File: src/rtl/rps_automaton_cell_update_core_assert.svh
// Assertion macros shared by the cell update core modules.
`ifndef RPS_AUTOMATON_CELL_UPDATE_CORE_ASSERT_SVH
`define RPS_AUTOMATON_CELL_UPDATE_CORE_ASSERT_SVH

// Same-cycle implication, clocked on clock, off while reset is high.
`define RPSACU_ASSERT_IMP(lbl, ante, cons, msg) \
   lbl: assert property (@(posedge clock) disable iff (reset) (ante) |-> (cons)) \
      else $error(msg);

// Next-cycle implication, clocked on clock, off while reset is high.
`define RPSACU_ASSERT_NXT(lbl, ante, cons, msg) \
   lbl: assert property (@(posedge clock) disable iff (reset) (ante) |=> (cons)) \
      else $error(msg);

`endif

File: src/rtl/rpsacu_pkg.sv
// Types, constants and channel arithmetic for the cell update core.
package rpsacu_pkg;

   // Field widths
   localparam int IDX_W       = 9;
   localparam int CELL_W      = 24;
   localparam int CHAN_W      = 8;
   localparam int FUNC_W      = 2;
   localparam int REQ_TDATA_W = 40;
   localparam int RSP_TDATA_W = 40;

   // Neighbour sums: nine reads of up to 255 each
   localparam int SUM_W = 12;
   localparam int ACC_W = SUM_W + 3;

   // Read sequence: nine neighbour reads, then the centre
   localparam int NBR_READS  = 10;
   localparam int NBR_SEL_W  = 4;
   localparam int NBR_CENTRE = 9;
   localparam int DRAIN_LAST = 1;

   typedef enum logic [FUNC_W-1:0] {
      FN_LOAD    = 2'd0,
      FN_COMPUTE = 2'd1,
      FN_COMMIT  = 2'd2
   } func_type;

   typedef enum logic [1:0] {
      OFS_ZERO  = 2'd0,
      OFS_MINUS = 2'd1,
      OFS_PLUS  = 2'd2
   } ofs_type;

   // (+1,+1) appears twice; the last entry is the centre
   localparam ofs_type NBR_DX [NBR_READS] = '{
      OFS_MINUS, OFS_MINUS, OFS_MINUS, OFS_ZERO, OFS_ZERO,
      OFS_PLUS,  OFS_PLUS,  OFS_PLUS,  OFS_PLUS, OFS_ZERO
   };
   localparam ofs_type NBR_DY [NBR_READS] = '{
      OFS_MINUS, OFS_ZERO,  OFS_PLUS,  OFS_MINUS, OFS_PLUS,
      OFS_MINUS, OFS_ZERO,  OFS_PLUS,  OFS_PLUS,  OFS_ZERO
   };

   typedef enum logic [2:0] {
      ST_IDLE,
      ST_DIVY,
      ST_DIVX,
      ST_READ,
      ST_DRAIN,
      ST_QUOT,
      ST_RESULT
   } state_type;

   // Controller to datapath
   typedef struct packed {
      logic                 capture;
      logic                 load_we;
      logic                 commit;
      logic                 clear_sums;
      logic                 ydiv;
      logic                 xdiv;
      logic                 nbr_issue;
      logic [NBR_SEL_W-1:0] nbr_sel;
      logic                 quot;
      logic                 result;
   } cmd_type;

   // Datapath to controller
   typedef struct packed {
      logic out_free;
   } status_type;

   // chan - loss + gain, clamped to 0..255
   function automatic logic [CHAN_W-1:0] apply_rate(
      input logic [CHAN_W-1:0] chan,
      input logic [SUM_W-1:0]  loss,
      input logic [SUM_W-1:0]  gain
   );
      logic [ACC_W-1:0] acc;
      acc = {{(ACC_W-CHAN_W){1'b0}}, chan} - {3'b000, loss} + {3'b000, gain};
      if (acc[ACC_W-1]) begin
         apply_rate = '0;
      end else if (|acc[ACC_W-2:CHAN_W]) begin
         apply_rate = '1;
      end else begin
         apply_rate = acc[CHAN_W-1:0];
      end
   endfunction

endpackage

File: src/rtl/rpsacu_ctrl.sv
// Sequencer for load, commit and the compute read sequence.
module rpsacu_ctrl #(
   parameter int GRID_WIDTH  = 31,
   parameter int GRID_HEIGHT = 16
) (
   input  logic                            clock,
   input  logic                            reset,
   input  logic                            req_tvalid,
   output logic                            req_tready,
   input  logic [rpsacu_pkg::FUNC_W-1:0]   req_func,
   input  logic [rpsacu_pkg::IDX_W-1:0]    req_cell_index,
   input  rpsacu_pkg::status_type          status,
   output rpsacu_pkg::cmd_type             cmd
);

   `include "rps_automaton_cell_update_core_assert.svh"

   localparam int CELL_COUNT = GRID_WIDTH * GRID_HEIGHT;

   rpsacu_pkg::state_type                    state_ff, state_in;
   logic [rpsacu_pkg::NBR_SEL_W-1:0]         cnt_ff, cnt_in;
   logic                                     accept;
   logic                                     in_range;
   rpsacu_pkg::func_type                     func;

   assign func     = rpsacu_pkg::func_type'(req_func);
   assign in_range = {{(32-rpsacu_pkg::IDX_W){1'b0}}, req_cell_index} < 32'(CELL_COUNT);
   assign accept   = req_tvalid && req_tready;

   // State register
   always_ff @(posedge clock) begin
      if (reset) begin
         state_ff <= rpsacu_pkg::ST_IDLE;
         cnt_ff   <= '0;
      end else begin
         state_ff <= state_in;
         cnt_ff   <= cnt_in;
      end
   end

   // Next state
   always_comb begin
      state_in = state_ff;
      cnt_in   = '0;
      case (state_ff)
         rpsacu_pkg::ST_IDLE: begin
            if (accept && func == rpsacu_pkg::FN_COMPUTE && in_range) begin
               state_in = rpsacu_pkg::ST_DIVY;
            end
         end
         rpsacu_pkg::ST_DIVY: state_in = rpsacu_pkg::ST_DIVX;
         rpsacu_pkg::ST_DIVX: state_in = rpsacu_pkg::ST_READ;
         rpsacu_pkg::ST_READ: begin
            if (cnt_ff == rpsacu_pkg::NBR_SEL_W'(rpsacu_pkg::NBR_READS - 1)) begin
               state_in = rpsacu_pkg::ST_DRAIN;
            end else begin
               cnt_in = cnt_ff + 1'b1;
            end
         end
         rpsacu_pkg::ST_DRAIN: begin
            if (cnt_ff == rpsacu_pkg::NBR_SEL_W'(rpsacu_pkg::DRAIN_LAST)) begin
               state_in = rpsacu_pkg::ST_QUOT;
            end else begin
               cnt_in = cnt_ff + 1'b1;
            end
         end
         rpsacu_pkg::ST_QUOT: state_in = rpsacu_pkg::ST_RESULT;
         rpsacu_pkg::ST_RESULT: begin
            if (status.out_free) begin
               state_in = rpsacu_pkg::ST_IDLE;
            end
         end
         default: state_in = rpsacu_pkg::ST_IDLE;
      endcase
   end

   // Outputs
   always_comb begin
      req_tready     = (state_ff == rpsacu_pkg::ST_IDLE);
      cmd            = '0;
      cmd.capture    = accept;
      cmd.nbr_sel    = cnt_ff;
      case (state_ff)
         rpsacu_pkg::ST_IDLE: begin
            if (accept) begin
               case (func)
                  rpsacu_pkg::FN_LOAD:   cmd.load_we = in_range;
                  rpsacu_pkg::FN_COMMIT: cmd.commit  = 1'b1;
                  default:               ;
               endcase
            end
         end
         rpsacu_pkg::ST_DIVY: begin
            cmd.clear_sums = 1'b1;
            cmd.ydiv       = 1'b1;
         end
         rpsacu_pkg::ST_DIVX:   cmd.xdiv      = 1'b1;
         rpsacu_pkg::ST_READ:   cmd.nbr_issue = 1'b1;
         rpsacu_pkg::ST_QUOT:   cmd.quot      = 1'b1;
         rpsacu_pkg::ST_RESULT: cmd.result    = status.out_free;
         default:               ;
      endcase
   end

   // Checks
   `RPSACU_ASSERT_NXT(a_compute_starts,
      accept && func == rpsacu_pkg::FN_COMPUTE && in_range,
      state_ff == rpsacu_pkg::ST_DIVY, "in-range compute item did not start")
   `RPSACU_ASSERT_IMP(a_read_count,
      state_ff == rpsacu_pkg::ST_READ,
      cnt_ff < rpsacu_pkg::NBR_SEL_W'(rpsacu_pkg::NBR_READS), "read count overran")
   `RPSACU_ASSERT_NXT(a_drain_done,
      state_ff == rpsacu_pkg::ST_DRAIN && cnt_ff == rpsacu_pkg::NBR_SEL_W'(rpsacu_pkg::DRAIN_LAST),
      state_ff == rpsacu_pkg::ST_QUOT, "drain did not end in the quotient step")

endmodule

File: config.mk
export PLATFORM = sky130hd
export DESIGN_NAME = rpsacu_ctrl
export DESIGN_NICKNAME = d
export VERILOG_FILES = /design/src/rtl/rpsacu_pkg.sv /design/src/rtl/rpsacu_ctrl.sv
export VERILOG_INCLUDE_DIRS = /design/src /design/src/rtl
export SDC_FILE = /design/constraint.sdc
export NUM_CORES = 1
export LEC_CHECK = 0
export ABC_AREA = 1
export BUFFER_PORTS_ARGS = -buffer_cell sky130_fd_sc_hd__clkbuf_2
export CAP_MARGIN = 20
export CORE_MARGIN = 2
export CORE_UTILIZATION = 36
export DETAILED_ROUTE_END_ITERATION = 7
export PLACE_DENSITY_LB_ADDON = 0.12
export SLEW_MARGIN = 40
export SYNTH_ARGS = -nofsm -noshare
export SYNTH_HDL_FRONTEND = slang
export SYNTH_SLANG_ARGS = --single-unit
File: constraint.sdc
create_clock -name clock -period 1.05 [get_ports clock]
set_input_delay 0.105 -clock clock [delete_from_list [all_inputs] [get_ports clock]]
set_output_delay 0.105 -clock clock [all_outputs]
set_load 0.05 [all_outputs]
# After elaboration in Yosys (flattened, before gate mapping)
# Cells that the tools add are included.
# totals
regBits	7
inputBits	15
output_inout_bits	14
elab_cells	41
# classes
n_addsub	1
order_cmp	1
n_eq_ne	14
muxes	17
n_reduce_logical	6
# ops
op	n
3-bit case mux with 7 select lines	1
3-bit 2-to-1 mux	4
3-bit == test, second input constant	3
9-bit < comparator, second input constant	1
4-bit 2-to-1 mux	2
4-bit case mux with 2 select lines	1
3-bit by 2-bit == test with 1-bit output, second input constant	2
1-bit 2-to-1 mux	6
2-bit 2-to-1 mux	3
2-bit inequality test, second input constant	3
4-bit by 1-bit adder with 4-bit output, second input constant	1
4-bit by 1-bit == test with 1-bit output, second input constant	1
4-bit == test, second input constant	1
4-bit AND reduction	1
3-bit by 1-bit == test with 1-bit output, second input constant	1
1-bit logical AND	3
3-bit zero test	1
2-bit by 1-bit == test with 1-bit output, second input constant	1
2-bit == test, second input constant	1
2-bit zero test	1
2-bit by 1-bit inequality test with 1-bit output, second input constant	1

# Longest topological paths before layout
# logic_depth
depth_word	6
depth_mapped	10
depth_no_buf	10

# Worst setup path after synthesis
# OpenSTA, ideal clock, no wires.
# synth_timing
path_kind	register to output
from	register state_ff[1]
to	output cmd[11] (netlist bit)
t_arrival_ns	2.466
slack_ns	-1.521
stages_incl_launch_ff	6
n_path_buf	0
path_cell_list	dfxtp_1 > inv_2 > nand2_2 > nor2_1 > nand2_1 > nor3_1
# synth_lines
item	line	rtl
start: declaration	rpsacu_ctrl.sv:20	rpsacu_pkg::state_type state_ff, state_in;
start signal: assignment	rpsacu_ctrl.sv:33	state_ff <= rpsacu_pkg::ST_IDLE;
start signal: assignment	rpsacu_ctrl.sv:36	state_ff <= state_in;
end: declaration	rpsacu_ctrl.sv:13	output rpsacu_pkg::cmd_type cmd

==> flow_metrics.py <==
metrics = {
    "run_status": {
        "outcome": "finished, violations left",
        "failed_checks": "negative setup slack",
    },
    "final_layout": {
        "layoutNonFillerInstCount": 137,
        "drive_above_1_share_pct": 63.11,
        "synthToLayoutAreaGrowth_pct": 125.3,
        "final_nets": 140,
        "final_design_area_no_fill_mm2": 0.001080,
        "utilization_pct": 85.11,
        "multiInputGateArea_um2": 409.1,
        "num_antenna_cells": 0,
        "final-seq-area_um2": 156.4,
        "nFillCells": 64,
    },
    "job": {
        "cap_violations": 0,
    },
    "sta": {
        "worst_hold_margin_ns": 0.1366,
        "finalClockSkew_ns": 0.003028,
        "final-max-slew-violation-count": 0,
        "rsz0062_at_grt": "yes",
        "final_critical_path_setup_slack_ns": -0.3185,
        "slew_headroom_pct": 82.74,
        "finalSetupViolations": 17,
        "setup_tns_ns": -4.282,
        "final_period_minus_worst_setup_slack_ns": 1.368,
        "tightestPinTransition_ns": 0.2575,
        "hold_violations": 0,
        "layout_worst_path_cycle_share_pct": 130.3,
        "max_freq_mhz": 730.7,
    },
    "critical_path": {
        "required_ns": 0.94,
        "crit_arrival_ns": 1.26,
        "cp_max_fo": 3,
        "startpoint_type": "flip-flop",
        "criticalPathCategory": "flip-flop to output pin",
        "crit_end_element": "output pin",
    },
    "synthesis": {
        "synthesis.yosys.warnings": 0,
        "post_synth_instance_area_um2": 479.2,
        "mapped_cells": 76,
        "avgSynthCellArea_um2": 6.305,
        "synthesis.nets": 93,
        "synth-seq-cells": 7,
        "synth.yosys.seq_area_share_pct": 29.24,
        "yosys.cell_types.count": 19,
    },
    "clocking": {
        "insertion_delay_ns": 0.26,
        "cts_max_path_buffers": 2,
        "cts.clk_slew.worst_paths_ns": 0.05,
        "htreeDepth": 1,
        "cts_tree": "done",
        "cts.sinks": 7,
        "root_buffer": "clkbuf_4",
        "cts_made_buffers": 3,
    },
    "detailed_routing": {
        "drc": 0,
        "post_drt_wl_per_cell_um": 13.26,
        "num_vias": 656,
        "final_antenna_net_count": 0,
        "via_per_inst": 4.788,
        "iteration_0_drc_markers": 16,
        "finalWirelength_mm": 1.816,
        "drt_pre_antenna_iters": 4,
    },
    "power_and_ir_drop": {
        "p_comb_share_pct": 80.1,
        "p_seq_share_pct": 12.7,
        "max-vdd-ir-drop_mv": 1.922,
        "report.power.total_mw": 3.613,
        "internal-power_mw": 1.825,
        "clock_power_share_pct": 7.2,
        "power_leakage_nw": 0.5306,
        "p_sw_share_pct": 49.49,
        "power_density_mw_per_mm2": 3346,
        "p_sw_mw": 1.788,
    },
    "placement": {
        "dpl.hpwl_mm": 1.134,
        "place.detailed.instances": 127,
        "dpl-instance-area_um2": 803.3,
        "port_buffers": 24,
        "dp_slack_ns": -0.1997,
        "gpl.final_weighted_congestion": 0.8200,
    },
    "hold_path": {
        "worst_hold_path_type": "primary input to flip-flop",
    },
    "global_routing": {
        "global_route.usage.total_pct": 22.16,
        "initial_antenna_violation_count": 0,
        "first_global_vias": 608,
        "grt_pass1_wl_mm": 2.359,
        "grt_start_max_net_pins": 6,
        "grt-ovfl-total": 0,
    },
    "die": {
        "die_width_um": 40.49,
        "die_area_mm2": 0.001639,
        "effective_utilization_at_floorplan_pct": 37.77,
        "rows": 13,
        "placeable_core_region_mm2": 0.001269,
        "boundaryPins": 29,
        "fp.dieH_um": 40.49,
    },
}
[routing by layer]
| layer | GRT usage (%) | part of all wire [%] | routed length [um] | vias to the layer above |
|---|---|---|---|---|
| met3 | 3.333 | 5.8 | 106 | 4 |
| met5 | 0 | 0 | 0 | - |
| li1 | - | - | - | 322 |
| met2 | 46.43 | 54 | 987 | 26 |
| met4 | 5.000 | 2.4 | 43 | 0 |
| met1 | 21.71 | 37 | 679 | 304 |
[layout make-up]
type / instances / share of cell area (%)
Timing Repair Buffer: 44 / 39.51
Clock buffer: 4 / 2.433
Inverter: 10 / 3.940
Multi-Input combinational cell: 57 / 37.89
Tap cell: 15 / 1.738
Sequential cell: 7 / 14.48
[cell usage after synthesis]
master	n	share of area [%]
a21oi_1	1	1.0
nor2_1	15	12
nand3_1	4	4.2
o21ai_0	2	2.1
dfxtp_1	7	29
or2_0	2	2.6
buf_4	2	3.1
nor3b_1	1	1.6
nand2_1	18	14
nand2_2	3	3.9
inv_2	3	2.3
xnor2_1	1	1.8
nor2_2	3	3.9
nor3_1	2	2.1
nor3_2	1	2.1
xor2_1	1	1.8
ha_1	2	5.2
inv_1	7	5.5
nand3b_1	1	1.6
[sequential cells by signal, indices dropped and copies added (netlist names)]
| signal | cells |
|---|---|
| cnt_ff | 4 |
| state_ff | 3 |
[path summary, 6_finish.rpt]
path / from / to / slack [ns] / cells past startpoint
max: state_ff[1]$_SDFFE_PP0P_ / cmd[10] / -0.32 / 6
min: reset / state_ff[2]$_SDFFE_PP0P_ / 0.14 / 4
max reg2reg: state_ff[0]$_SDFFE_PP0P_ / state_ff[2]$_SDFFE_PP0P_ / -0.25 / 7
min reg2reg: cnt_ff[0]$_SDFF_PP0_ / cnt_ff[1]$_SDFF_PP0_ / 0.53 / 2
[layout by cell type (no fill, tap or decap), drive strengths merged]
master  count
nand2      21
or2         2
buf        32
ha          2
nor2       18
nor3b       1
a21oi       1
clkbuf     16
o21ai       2
nor3        3
nand3b      1
xnor2       1
inv        10
nand3       4
dfxtp       7
xor2        1
[power groups by stage]
| stage | clock network [mW] | logic [mW] | registers (mW) |
|---|---|---|---|
| floorplan | 0 | 1.43 | 0.455 |
| global placement | 0 | 1.91 | 0.433 |
| detailed placement | 0 | 1.96 | 0.431 |
| CTS | 0.254 | 2.56 | 0.439 |
| global route | 0.275 | 3.04 | 0.464 |
| finish | 0.258 | 2.90 | 0.460 |
[logic make-up (layout without fill, tap and decap cells)]
group | after synthesis | after routing | share of synthesized area [%]
and+or+nand+nor | 50 | 50 | 47.78
buffers and inverters | 12 | 58 | 10.97
DFF | 7 | 7 | 29.24
AOI/OAI and AO/OA | 3 | 3 | 3.132
xor gates and xnor gates | 2 | 2 | 3.656
adders and majority gates | 2 | 2 | 5.221
[critical path, cell delays in order, from the launching register on]
cell	delay, ns
dfxtp_2	0.33
inv_2	0.08
nand2_4	0.06
nor2_4	0.12
nand2_4	0.09
nor3_4	0.15
buf_8	0.17
[repair_timing]
action	4_1_cts	5_1_grt
resized for setup	37	22
setup buffers	5	2
pin swaps	6	1
hold buffers	0	0
endpoints found under the setup margin	21	21
gates cloned	0	0
(Power assumes the default switching activity.)
